**config.mk**
```make
export PLATFORM = sky130hd
export DESIGN_NAME = salc_seq
export DESIGN_NICKNAME = d
export VERILOG_FILES = /design/src/sv/salc_pkg.sv /design/src/sv/salc_seq.sv
export SDC_FILE = /design/constraint.sdc
export NUM_CORES = 1
export LEC_CHECK = 0
export BUFFER_PORTS_ARGS = -buffer_cell sky130_fd_sc_hd__buf_2
export CAP_MARGIN = 30
export CORE_UTILIZATION = 50
export CTS_BUF_LIST = sky130_fd_sc_hd__clkbuf_4 sky130_fd_sc_hd__clkbuf_8
export DETAILED_ROUTE_END_ITERATION = 8
export PLACE_DENSITY = 0.74
export SLEW_MARGIN = 20
export SYNTH_ARGS = -nofsm -noshare
export SYNTH_HDL_FRONTEND = slang
export SYNTH_SLANG_ARGS = --single-unit
```
**constraint.sdc**
```tcl
create_clock -name clk -period 3.8 [get_ports clk]
set_input_delay 0.95 -clock clk [delete_from_list [all_inputs] [get_ports clk]]
set_output_delay 0.95 -clock clk [all_outputs]
set_load 0.01 [all_outputs]
```
**src/sv/salc_pkg.sv**
```systemverilog
`timescale 1ns / 1ps

package salc_pkg;

  // Default sizing
  localparam int DEF_MAX_SETS   = 64;
  localparam int DEF_MAX_WAYS   = 8;
  localparam int DEF_ADDR_WIDTH = 64;

  // Field widths
  localparam int ADDR_FIELD_W = 64;
  localparam int TOTAL_W      = 32;
  localparam int STAMP_W      = 32;
  localparam int CFG_INDEX_W  = 2;
  localparam int CFG_DATA_W   = 6;

  // Configuration register indexes
  localparam logic [CFG_INDEX_W-1:0] CFG_SET_INDEX_BITS    = 2'd0;
  localparam logic [CFG_INDEX_W-1:0] CFG_WAYS_IN_USE       = 2'd1;
  localparam logic [CFG_INDEX_W-1:0] CFG_BLOCK_OFFSET_BITS = 2'd2;

  // Access outcome codes
  localparam logic [1:0] OUT_HIT   = 2'd0;
  localparam logic [1:0] OUT_FILL  = 2'd1;
  localparam logic [1:0] OUT_EVICT = 2'd2;

  typedef struct packed {
    logic                    kind;
    logic [ADDR_FIELD_W-1:0] address;
  } access_t;

  typedef struct packed {
    logic [1:0]         outcome;
    logic               last;
    logic [TOTAL_W-1:0] hit_total;
    logic [TOTAL_W-1:0] miss_total;
    logic [TOTAL_W-1:0] eviction_total;
  } result_t;

  typedef struct packed {
    logic [2:0] set_index_bits;
    logic [3:0] ways_in_use;
    logic [5:0] block_offset_bits;
  } cfg_t;

  // Width of an index into n entries, at least one bit
  function automatic int idx_width(input int n);
    return (n > 1) ? $clog2(n) : 1;
  endfunction

endpackage

```
**src/sv/salc_seq.sv**
```systemverilog
`timescale 1ns / 1ps

module salc_seq import salc_pkg::*; #(
  parameter int MAX_SETS   = DEF_MAX_SETS,
  parameter int MAX_WAYS   = DEF_MAX_WAYS,
  parameter int ADDR_WIDTH = DEF_ADDR_WIDTH
) (
  input  logic                                       clk,
  input  logic                                       rst,
  input  cfg_t                                       cfg,
  input  logic                                       access_valid,
  output logic                                       access_ready,
  input  access_t                                    access,
  output logic                                       result_valid,
  input  logic                                       result_ready,
  output result_t                                    result,
  output logic                                       rd_en,
  output logic [idx_width(MAX_SETS)+idx_width(MAX_WAYS)-1:0] rd_addr,
  input  logic [STAMP_W+ADDR_WIDTH:0]                rd_row,
  output logic                                       wr_en,
  output logic [idx_width(MAX_SETS)+idx_width(MAX_WAYS)-1:0] wr_addr,
  output logic [STAMP_W+ADDR_WIDTH:0]                wr_row,
  input  logic                                       init_done
);

  localparam int SET_W    = idx_width(MAX_SETS);
  localparam int WAY_W    = idx_width(MAX_WAYS);
  localparam int WCNT_W   = $clog2(MAX_WAYS + 1);
  localparam int LOG_SETS = $clog2(MAX_SETS + 1) - 1;
  localparam int TAG_W    = ADDR_WIDTH;
  localparam int ROW_W    = 1 + STAMP_W + TAG_W;

  typedef enum logic [5:0] {
    S_CLEAR  = 6'b000001,
    S_IDLE   = 6'b000010,
    S_DECODE = 6'b000100,
    S_SCAN   = 6'b001000,
    S_UPDATE = 6'b010000,
    S_EMIT   = 6'b100000
  } state_t;

  state_t state, state_next;

  // Item and lookup registers
  logic                  kind_q;
  logic [ADDR_WIDTH-1:0] addr_q;
  logic [SET_W-1:0]      set_q;
  logic [TAG_W-1:0]      tag_q;
  logic                  second;

  // Scan registers
  logic [WCNT_W-1:0]  rd_way;
  logic               pend;
  logic [WAY_W-1:0]   chk_way;
  logic               hit_found;
  logic [WAY_W-1:0]   hit_way;
  logic               inv_found;
  logic [WAY_W-1:0]   inv_way;
  logic [WAY_W-1:0]   vic_way;
  logic [STAMP_W-1:0] vic_stamp;
  logic [WAY_W-1:0]   tgt_way;

  // Clock and totals
  logic [STAMP_W-1:0] clock_q;
  logic [TOTAL_W-1:0] hit_cnt, miss_cnt, evict_cnt;
  logic [TOTAL_W-1:0] hit_next, miss_next, evict_next;
  logic [STAMP_W-1:0] clock_new;

  result_t res_q;

  // Effective geometry
  logic [2:0]        sb_eff;
  logic [WCNT_W-1:0] ways_eff;
  logic [WCNT_W-1:0] ways_last;

  // Address split
  logic [ADDR_WIDTH-1:0] blk;
  logic [ADDR_WIDTH-1:0] tag_val;
  logic [SET_W-1:0]      set_mask;
  logic [SET_W-1:0]      set_val;

  // Row fields from memory
  logic               row_valid;
  logic [STAMP_W-1:0] row_stamp;
  logic [TAG_W-1:0]   row_tag;
  logic               scan_done;

  // Way choice for the write-back
  logic [WAY_W-1:0] sel_way;
  logic [1:0]       sel_outcome;

  function automatic logic [TOTAL_W-1:0] sat_inc(input logic [TOTAL_W-1:0] v);
    return (v == '1) ? v : v + TOTAL_W'(1);
  endfunction

  // Clamp set bits and way count to the built geometry
  always_comb begin
    sb_eff = (32'(cfg.set_index_bits) > LOG_SETS) ? 3'(LOG_SETS) : cfg.set_index_bits;
    if (cfg.ways_in_use == 4'd0) begin
      ways_eff = WCNT_W'(1);
    end else if (32'(cfg.ways_in_use) > MAX_WAYS) begin
      ways_eff = WCNT_W'(MAX_WAYS);
    end else begin
      ways_eff = WCNT_W'(cfg.ways_in_use);
    end
    ways_last = ways_eff - WCNT_W'(1);
  end

  // Block, set and tag by shifts
  always_comb begin
    blk      = addr_q >> cfg.block_offset_bits;
    tag_val  = addr_q >> ({1'b0, cfg.block_offset_bits} + 7'(sb_eff));
    set_mask = ~({SET_W{1'b1}} << sb_eff);
    set_val  = blk[SET_W-1:0] & set_mask;
  end

  assign row_valid = rd_row[ROW_W-1];
  assign row_stamp = rd_row[ROW_W-2 -: STAMP_W];
  assign row_tag   = rd_row[TAG_W-1:0];
  assign scan_done = pend && (WCNT_W'(chk_way) == ways_last);

  // The second pass of a modify reuses its way; else hit first, then the first empty way, then the oldest stamp
  always_comb begin
    if (second) begin
      sel_way     = tgt_way;
      sel_outcome = OUT_HIT;
    end else if (hit_found) begin
      sel_way     = hit_way;
      sel_outcome = OUT_HIT;
    end else if (inv_found) begin
      sel_way     = inv_way;
      sel_outcome = OUT_FILL;
    end else begin
      sel_way     = vic_way;
      sel_outcome = OUT_EVICT;
    end
  end

  // Totals after this access
  always_comb begin
    clock_new  = sat_inc(clock_q);
    hit_next   = hit_cnt;
    miss_next  = miss_cnt;
    evict_next = evict_cnt;
    if (sel_outcome == OUT_HIT) begin
      hit_next = sat_inc(hit_cnt);
    end else begin
      miss_next = sat_inc(miss_cnt);
      if (sel_outcome == OUT_EVICT) begin
        evict_next = sat_inc(evict_cnt);
      end
    end
  end

  // Line memory ports
  assign rd_en   = (state == S_SCAN) && (rd_way < ways_eff);
  assign rd_addr = {set_q, rd_way[WAY_W-1:0]};
  assign wr_en   = (state == S_UPDATE);
  assign wr_addr = {set_q, sel_way};
  assign wr_row  = {1'b1, clock_new, tag_q};

  // Sequencer
  always_comb begin
    state_next = state;
    case (state)
      S_CLEAR: begin
        if (init_done) state_next = S_IDLE;
      end
      S_IDLE: begin
        if (access_valid) state_next = S_DECODE;
      end
      S_DECODE: state_next = S_SCAN;
      S_SCAN: begin
        if (scan_done) state_next = S_UPDATE;
      end
      S_UPDATE: state_next = S_EMIT;
      S_EMIT: begin
        if (result_ready) begin
          state_next = (kind_q && !second) ? S_UPDATE : S_IDLE;
        end
      end
      default: state_next = S_CLEAR;
    endcase
  end

  // Control state and totals
  always_ff @(posedge clk) begin
    if (rst) begin
      state     <= S_CLEAR;
      second    <= 1'b0;
      pend      <= 1'b0;
      clock_q   <= '0;
      hit_cnt   <= '0;
      miss_cnt  <= '0;
      evict_cnt <= '0;
    end else begin
      state <= state_next;
      pend  <= rd_en;
      if (state == S_IDLE) begin
        second <= 1'b0;
      end
      if (state == S_EMIT && result_ready && kind_q && !second) begin
        second <= 1'b1;
      end
      if (state == S_UPDATE) begin
        clock_q   <= clock_new;
        hit_cnt   <= hit_next;
        miss_cnt  <= miss_next;
        evict_cnt <= evict_next;
      end
    end
  end

  // Datapath registers
  always_ff @(posedge clk) begin
    if (state == S_IDLE && access_valid) begin
      kind_q <= access.kind;
      addr_q <= access.address[ADDR_WIDTH-1:0];
    end
    if (state == S_DECODE) begin
      set_q     <= set_val;
      tag_q     <= tag_val;
      rd_way    <= '0;
      hit_found <= 1'b0;
      inv_found <= 1'b0;
    end
    if (rd_en) begin
      rd_way  <= rd_way + WCNT_W'(1);
      chk_way <= rd_way[WAY_W-1:0];
    end
    // Compare one way per cycle
    if (state == S_SCAN && pend) begin
      if (!hit_found && row_valid && row_tag == tag_q) begin
        hit_found <= 1'b1;
        hit_way   <= chk_way;
      end
      if (!inv_found && !row_valid) begin
        inv_found <= 1'b1;
        inv_way   <= chk_way;
      end
      if (chk_way == '0 || row_stamp < vic_stamp) begin
        vic_way   <= chk_way;
        vic_stamp <= row_stamp;
      end
    end
    if (state == S_UPDATE) begin
      tgt_way              <= sel_way;
      res_q.outcome        <= sel_outcome;
      res_q.last           <= !kind_q || second;
      res_q.hit_total      <= hit_next;
      res_q.miss_total     <= miss_next;
      res_q.eviction_total <= evict_next;
    end
  end

  assign access_ready = (state == S_IDLE);
  assign result_valid = (state == S_EMIT);
  assign result       = res_q;

endmodule

```
==> results.md <==
- The flow ran to the end, and the final reports show no timing, DRC or antenna violations.
- The number of buffers inserted during clock tree synthesis is 74.
- The number of nets in the layout is roughly 3200.
- For this design, the sink count on the clock tree is 423.
- The share of synthesized flip-flops with an asynchronous set or reset is 0.
- Summed over all nets, wire length on met3 after detailed routing comes to between 7000 and 8000 um.
- In the routed design, unresolved DRC markers number 0.
- The most frequently used flop master after synthesis is sky130_fd_sc_hd__edfxtp_1.
- The clock latency on the worst-skew pair is about 700 ps.
- a little under 400 I/O pins were placed.
- The count of H-tree levels built during CTS is 3.
- Of the total synthesized cell area, the portion taken by full adders, half adders and majority gates is 0.0216.
- The worst reg2reg path endpoint is result[63].
- The number of enable flip-flop cells after synthesis is ~290.
- VDD sags by at most roughly 280 uV.
- The number of fill cells is roughly 4100.
- After synthesis, the largest family of logic cells by area is simple AND/OR/NAND/NOR gates.
- The count of different cell masters after synthesis is 84.
- The number of max-capacitance violations reported is 0.
- The clock period minus worst slack is 3740 ps.
- In this run the critical register-to-register path is launched from miss_cnt[0].
- The first global-routing pass estimated around 120000 um of wire.
- At the end of routability-driven placement, the weighted congestion stood at 1.00.
- The number of antenna violations at the first check in global routing is 3.
- The critical path ends at wr_row[72].
- The clock tree root driver cell is sky130_fd_sc_hd__clkbuf_8.
- The actual transition at the worst max-transition pin is between 800 and 900 ps.
- Of the total synthesized cell area, the portion taken by AND, OR, NAND and NOR gates is 0.181.
- The detail route stage leaves a number of antenna-violating nets equal to 0.
- The proportion of layout cells with a drive suffix above 1 is 0.290.
- The number of core rows is 82.
- During synthesis, Yosys emitted a total of 0 warnings.
- The worst min-delay path class is in2reg.
- The number of synthesized register bits is between 400 and 500.
- After detailed routing, the number of vias per cell comes to 6.03.
- The die covers 52700 um2.
- Clock-pin slew was measured on the worst setup and hold paths at approximately 60 ps.
- For this design, the CTS-stage hold fixing added 0 buffers.
- The pin count of the biggest net entering global routing is 69.
- STA classifies the critical path endpoint as an output port.
- The number of global-route vias before repair was between 20000 and 25000.
- Port buffering added slightly below 400 buffers.
- The synthesized area per cell is approximately 10 um2.
- The number of nets produced by synthesis is about 2700.
- For this run, the register share of the synthesized area comes to 0.438.
- The highest signal layer in the routed design is met4.
- STA puts the critical path data arrival time at between 2000 and 3000 ps.
- The worst hold slack across all endpoints is about 440 ps.
- The clock tree from TritonCTS is built.
- The synthesized-area fraction occupied by xor and xnor cells is 0.0958.
- In this run the worst path has a maximum fanout of 7.
- The startpoint type of the worst setup path is a flop.
- The placeable core region is 50600 um2.
- The achievable frequency is roughly 0.27 GHz.
- The initial utilization of the core area, before any placement, comes to 0.511.
- The static leakage is 12.3 nW.
- The power density of the placed cells is between 300 and 400 nW/um2.
- For the worst setup path, the data required time is between 2000 and 3000 ps.
- For this run the aggregate overflow at the end of global routing stands at 0.
- The worst-case reg-to-reg path depth is 7.
- The final-report max-slew violation count is 0.
- The mux share of post-synthesis cell area is 0.135.
- The global-route usage over all layers is 0.302.
- Summed over all nets, the half-perimeter wirelength after detailed placement is roughly 61000 um.
- The synthesized netlist occupies a cell area of 25900 um2.
- The first-pass detailed-route iteration total is 8.
- Dividing the final minimum period by the clock period gives 0.983.
- At the end of the flow the core is filled with cells to 0.619.
- The worst max-slew margin expressed relative to the limit is 0.432.
- In the final routed layout, each cell accounts on average for 21.9 um.
- The worst setup path startpoint is clock_q[0].
- The startpoint-to-endpoint class of the critical path is reg2out.
- The total count of hold-check failures in the final report is 0.
- The fraction of the mapped netlist area in compound gates came to 0.0880.
- The post-synthesis cell count is 2489.
- The total via count in the routed design is about 22000.
- The overall die width is roughly 230 um.
- After detailed routing, the met2 layer carries around 36000 um of wire.
- The worst setup skew after layout is between 50 and 60 ps.
- The number of endpoints failing setup at the final stage is 0.
- The sum of routed wire segments on met1 is 34700 um.
- The total wirelength of the detailed-routed design is ~81000 um.
- The layout-stage area growth over the synthesis result is 20.9%.
- In this run the deepest clock path goes through 3 buffers.
- The flop-to-flop setup slack is around 780 ps.
- The die is 229 um tall.
- The number of DRC markers in iteration 0 is between 2000 and 2500.
per-layer routing:
metal | vias up | track usage
met1 | 10800 | 0.422
met2 | 1243 | 0.456
met5 | - | 0
met3 | 180 | 0.0639
li1 | 10200 | -
met4 | 0 | 0.123
cell usage in the layout, fill, tap and decap left out, types with 10 or more instances in the layout:
cell type	Yosys	layout
sky130_fd_sc_hd__buf_2	60	396
sky130_fd_sc_hd__edfxtp_1	285	285
sky130_fd_sc_hd__nor2_1	259	259
sky130_fd_sc_hd__nand2_1	259	257
sky130_fd_sc_hd__xnor2_1	167	164
sky130_fd_sc_hd__buf_4	16	160
sky130_fd_sc_hd__dfxtp_1	138	128
sky130_fd_sc_hd__xor2_1	116	115
sky130_fd_sc_hd__mux4_2	102	102
sky130_fd_sc_hd__nand3_1	89	88
sky130_fd_sc_hd__mux2i_1	87	87
sky130_fd_sc_hd__a21oi_1	86	86
sky130_fd_sc_hd__clkbuf_8	0	79
sky130_fd_sc_hd__nand4_1	74	74
sky130_fd_sc_hd__inv_1	71	70
sky130_fd_sc_hd__o21ai_0	62	62
sky130_fd_sc_hd__nor3_1	62	60
sky130_fd_sc_hd__ha_1	43	41
sky130_fd_sc_hd__and2_1	43	40
sky130_fd_sc_hd__nor4_1	31	30
sky130_fd_sc_hd__and3_1	28	27
sky130_fd_sc_hd__mux2_2	21	20
sky130_fd_sc_hd__a211oi_1	20	20
sky130_fd_sc_hd__o211ai_1	19	19
sky130_fd_sc_hd__a22oi_1	18	18
sky130_fd_sc_hd__o221ai_1	17	17
sky130_fd_sc_hd__clkinv_1	1	17
sky130_fd_sc_hd__or3_1	16	16
sky130_fd_sc_hd__o22ai_1	16	16
sky130_fd_sc_hd__and4_1	17	15
sky130_fd_sc_hd__nor2b_1	15	15
sky130_fd_sc_hd__buf_12	1	15
sky130_fd_sc_hd__a21o_1	13	13
sky130_fd_sc_hd__clkinv_2	0	13
sky130_fd_sc_hd__clkbuf_4	0	11
sky130_fd_sc_hd__or2_2	10	10
state kept, by name, indices dropped and copies added, names as in the netlist:
signal	flops
set_q	6
inv_way	3
vic_stamp	32
addr_q	64
vic_way	3
tag_q	64
hit_way	3
evict_cnt	32
rd_way	4
miss_cnt	32
pend	1
state	6
second	1
kind_q	1
inv_found	1
chk_way	3
result	99
tgt_way	3
hit_cnt	32
clock_q	32
hit_found	1
metrics by stage:
step	total power [mW]	cells	cell area [um2]	setup TNS (ps)	setup slack, ps
2_1_floorplan	6.40	2489	25900	0	34.4
3_3_place_gp	7.28	3555	29300	-2750	-179
6_report	12.0	3718	31300	0	62.8
4_1_cts	12.1	3697	31100	0	2.89
3_5_place_dp	7.30	3555	29300	-4340	-233
5_1_grt	12.4	3718	31300	-64.6	-58.0
worst min-delay path by stage:
stage | start | end | slack, ps | cells after the start
global placement | evict_cnt[1] | evict_cnt[1] | 480 | 2
global route | access[14] | addr_q[14] | 420 | 1
finish | access[33] | addr_q[33] | 440 | 1
detailed placement | evict_cnt[1] | evict_cnt[1] | 500 | 2
CTS | access[64] | kind_q | 390 | 1
floorplan | evict_cnt[1] | evict_cnt[1] | 460 | 2
cell usage after synthesis, types with 8 or more instances:
library cell,instances,area (um2)
sky130_fd_sc_hd__nor2_1,259,972
sky130_fd_sc_hd__o21ai_0,62,310
sky130_fd_sc_hd__a22oi_1,18,135
sky130_fd_sc_hd__or3_1,16,100
sky130_fd_sc_hd__edfxtp_1,285,8560
sky130_fd_sc_hd__o22ai_1,16,100
sky130_fd_sc_hd__xor2_1,116,1020
sky130_fd_sc_hd__mux2_2,21,236
sky130_fd_sc_hd__nand4_1,74,463
sky130_fd_sc_hd__a21oi_1,86,430
sky130_fd_sc_hd__nor4_1,31,194
sky130_fd_sc_hd__clkbuf_1,67,251
sky130_fd_sc_hd__a21o_1,13,97.6
sky130_fd_sc_hd__and2_1,43,269
sky130_fd_sc_hd__nand2b_1,8,50.1
sky130_fd_sc_hd__and4_1,17,149
sky130_fd_sc_hd__nand2_1,259,972
sky130_fd_sc_hd__a211o_1,9,78.8
sky130_fd_sc_hd__or2_2,10,62.6
sky130_fd_sc_hd__xnor2_1,167,1460
sky130_fd_sc_hd__buf_4,16,120
sky130_fd_sc_hd__and3_1,28,175
sky130_fd_sc_hd__nor3_1,62,310
sky130_fd_sc_hd__dfxtp_1,138,2760
sky130_fd_sc_hd__o221ai_1,17,149
sky130_fd_sc_hd__o31ai_1,8,60.1
sky130_fd_sc_hd__inv_1,71,267
sky130_fd_sc_hd__nor2b_1,15,93.8
sky130_fd_sc_hd__a211oi_1,20,150
sky130_fd_sc_hd__buf_2,60,300
sky130_fd_sc_hd__mux4_2,102,2300
sky130_fd_sc_hd__mux2i_1,87,871
sky130_fd_sc_hd__ha_1,43,538
sky130_fd_sc_hd__nand3_1,89,445
sky130_fd_sc_hd__a22o_1,9,78.8
sky130_fd_sc_hd__o211ai_1,19,143
critical path, stage by stage, from the launching register on:
cell	delay, ps
sky130_fd_sc_hd__dfxtp_4	380
sky130_fd_sc_hd__ha_4	160
sky130_fd_sc_hd__and3_4	230
sky130_fd_sc_hd__and3_1	190
sky130_fd_sc_hd__or4b_4	520
sky130_fd_sc_hd__nand3_4	130
sky130_fd_sc_hd__nor2_1	60
sky130_fd_sc_hd__xor2_1	220
sky130_fd_sc_hd__buf_2	180
where the power goes:
part | switching, mW | internal, mW
logic | 1.26 | 1.02
clock network | 2.05 | 2.71
registers | 0.0405 | 4.94
total | 3.35 | 8.67
area by class of cell:
class,instances,area (um2),share of cell area
clock inverters,47,518,0.0166
clock buffers,90,1170,0.0374
repair buffers,574,3510,0.112
inverters,73,277,0.00884
flip-flops and latches,423,11300,0.363
diodes,3,7.51,0.000240
well taps,672,841,0.0269
multi-input cells,1836,13600,0.435
logic make-up (layout without fill, tap and decap cells):
| family | Yosys count | after routing |
|---|---|---|
| DFF | 423 | 423 |
| AOI/OAI and AO/OA | 338 | 338 |
| adders and majority gates | 44 | 44 |
| and+or+nand+nor | 957 | 957 |
| other | 1 | 4 |
| xor gates and xnor gates | 283 | 283 |
| buffers and inverters | 230 | 784 |
| muxes | 213 | 213 |
timing repair:
item | CTS | global route
endpoints found under the setup margin | 22 | 25
pin swaps | 3 | 1
gates cloned | 0 | 2
resized for setup | 17 | 21
buffers inserted | 5 | 16
Note: power is estimated with default switching activity, not from simulation.
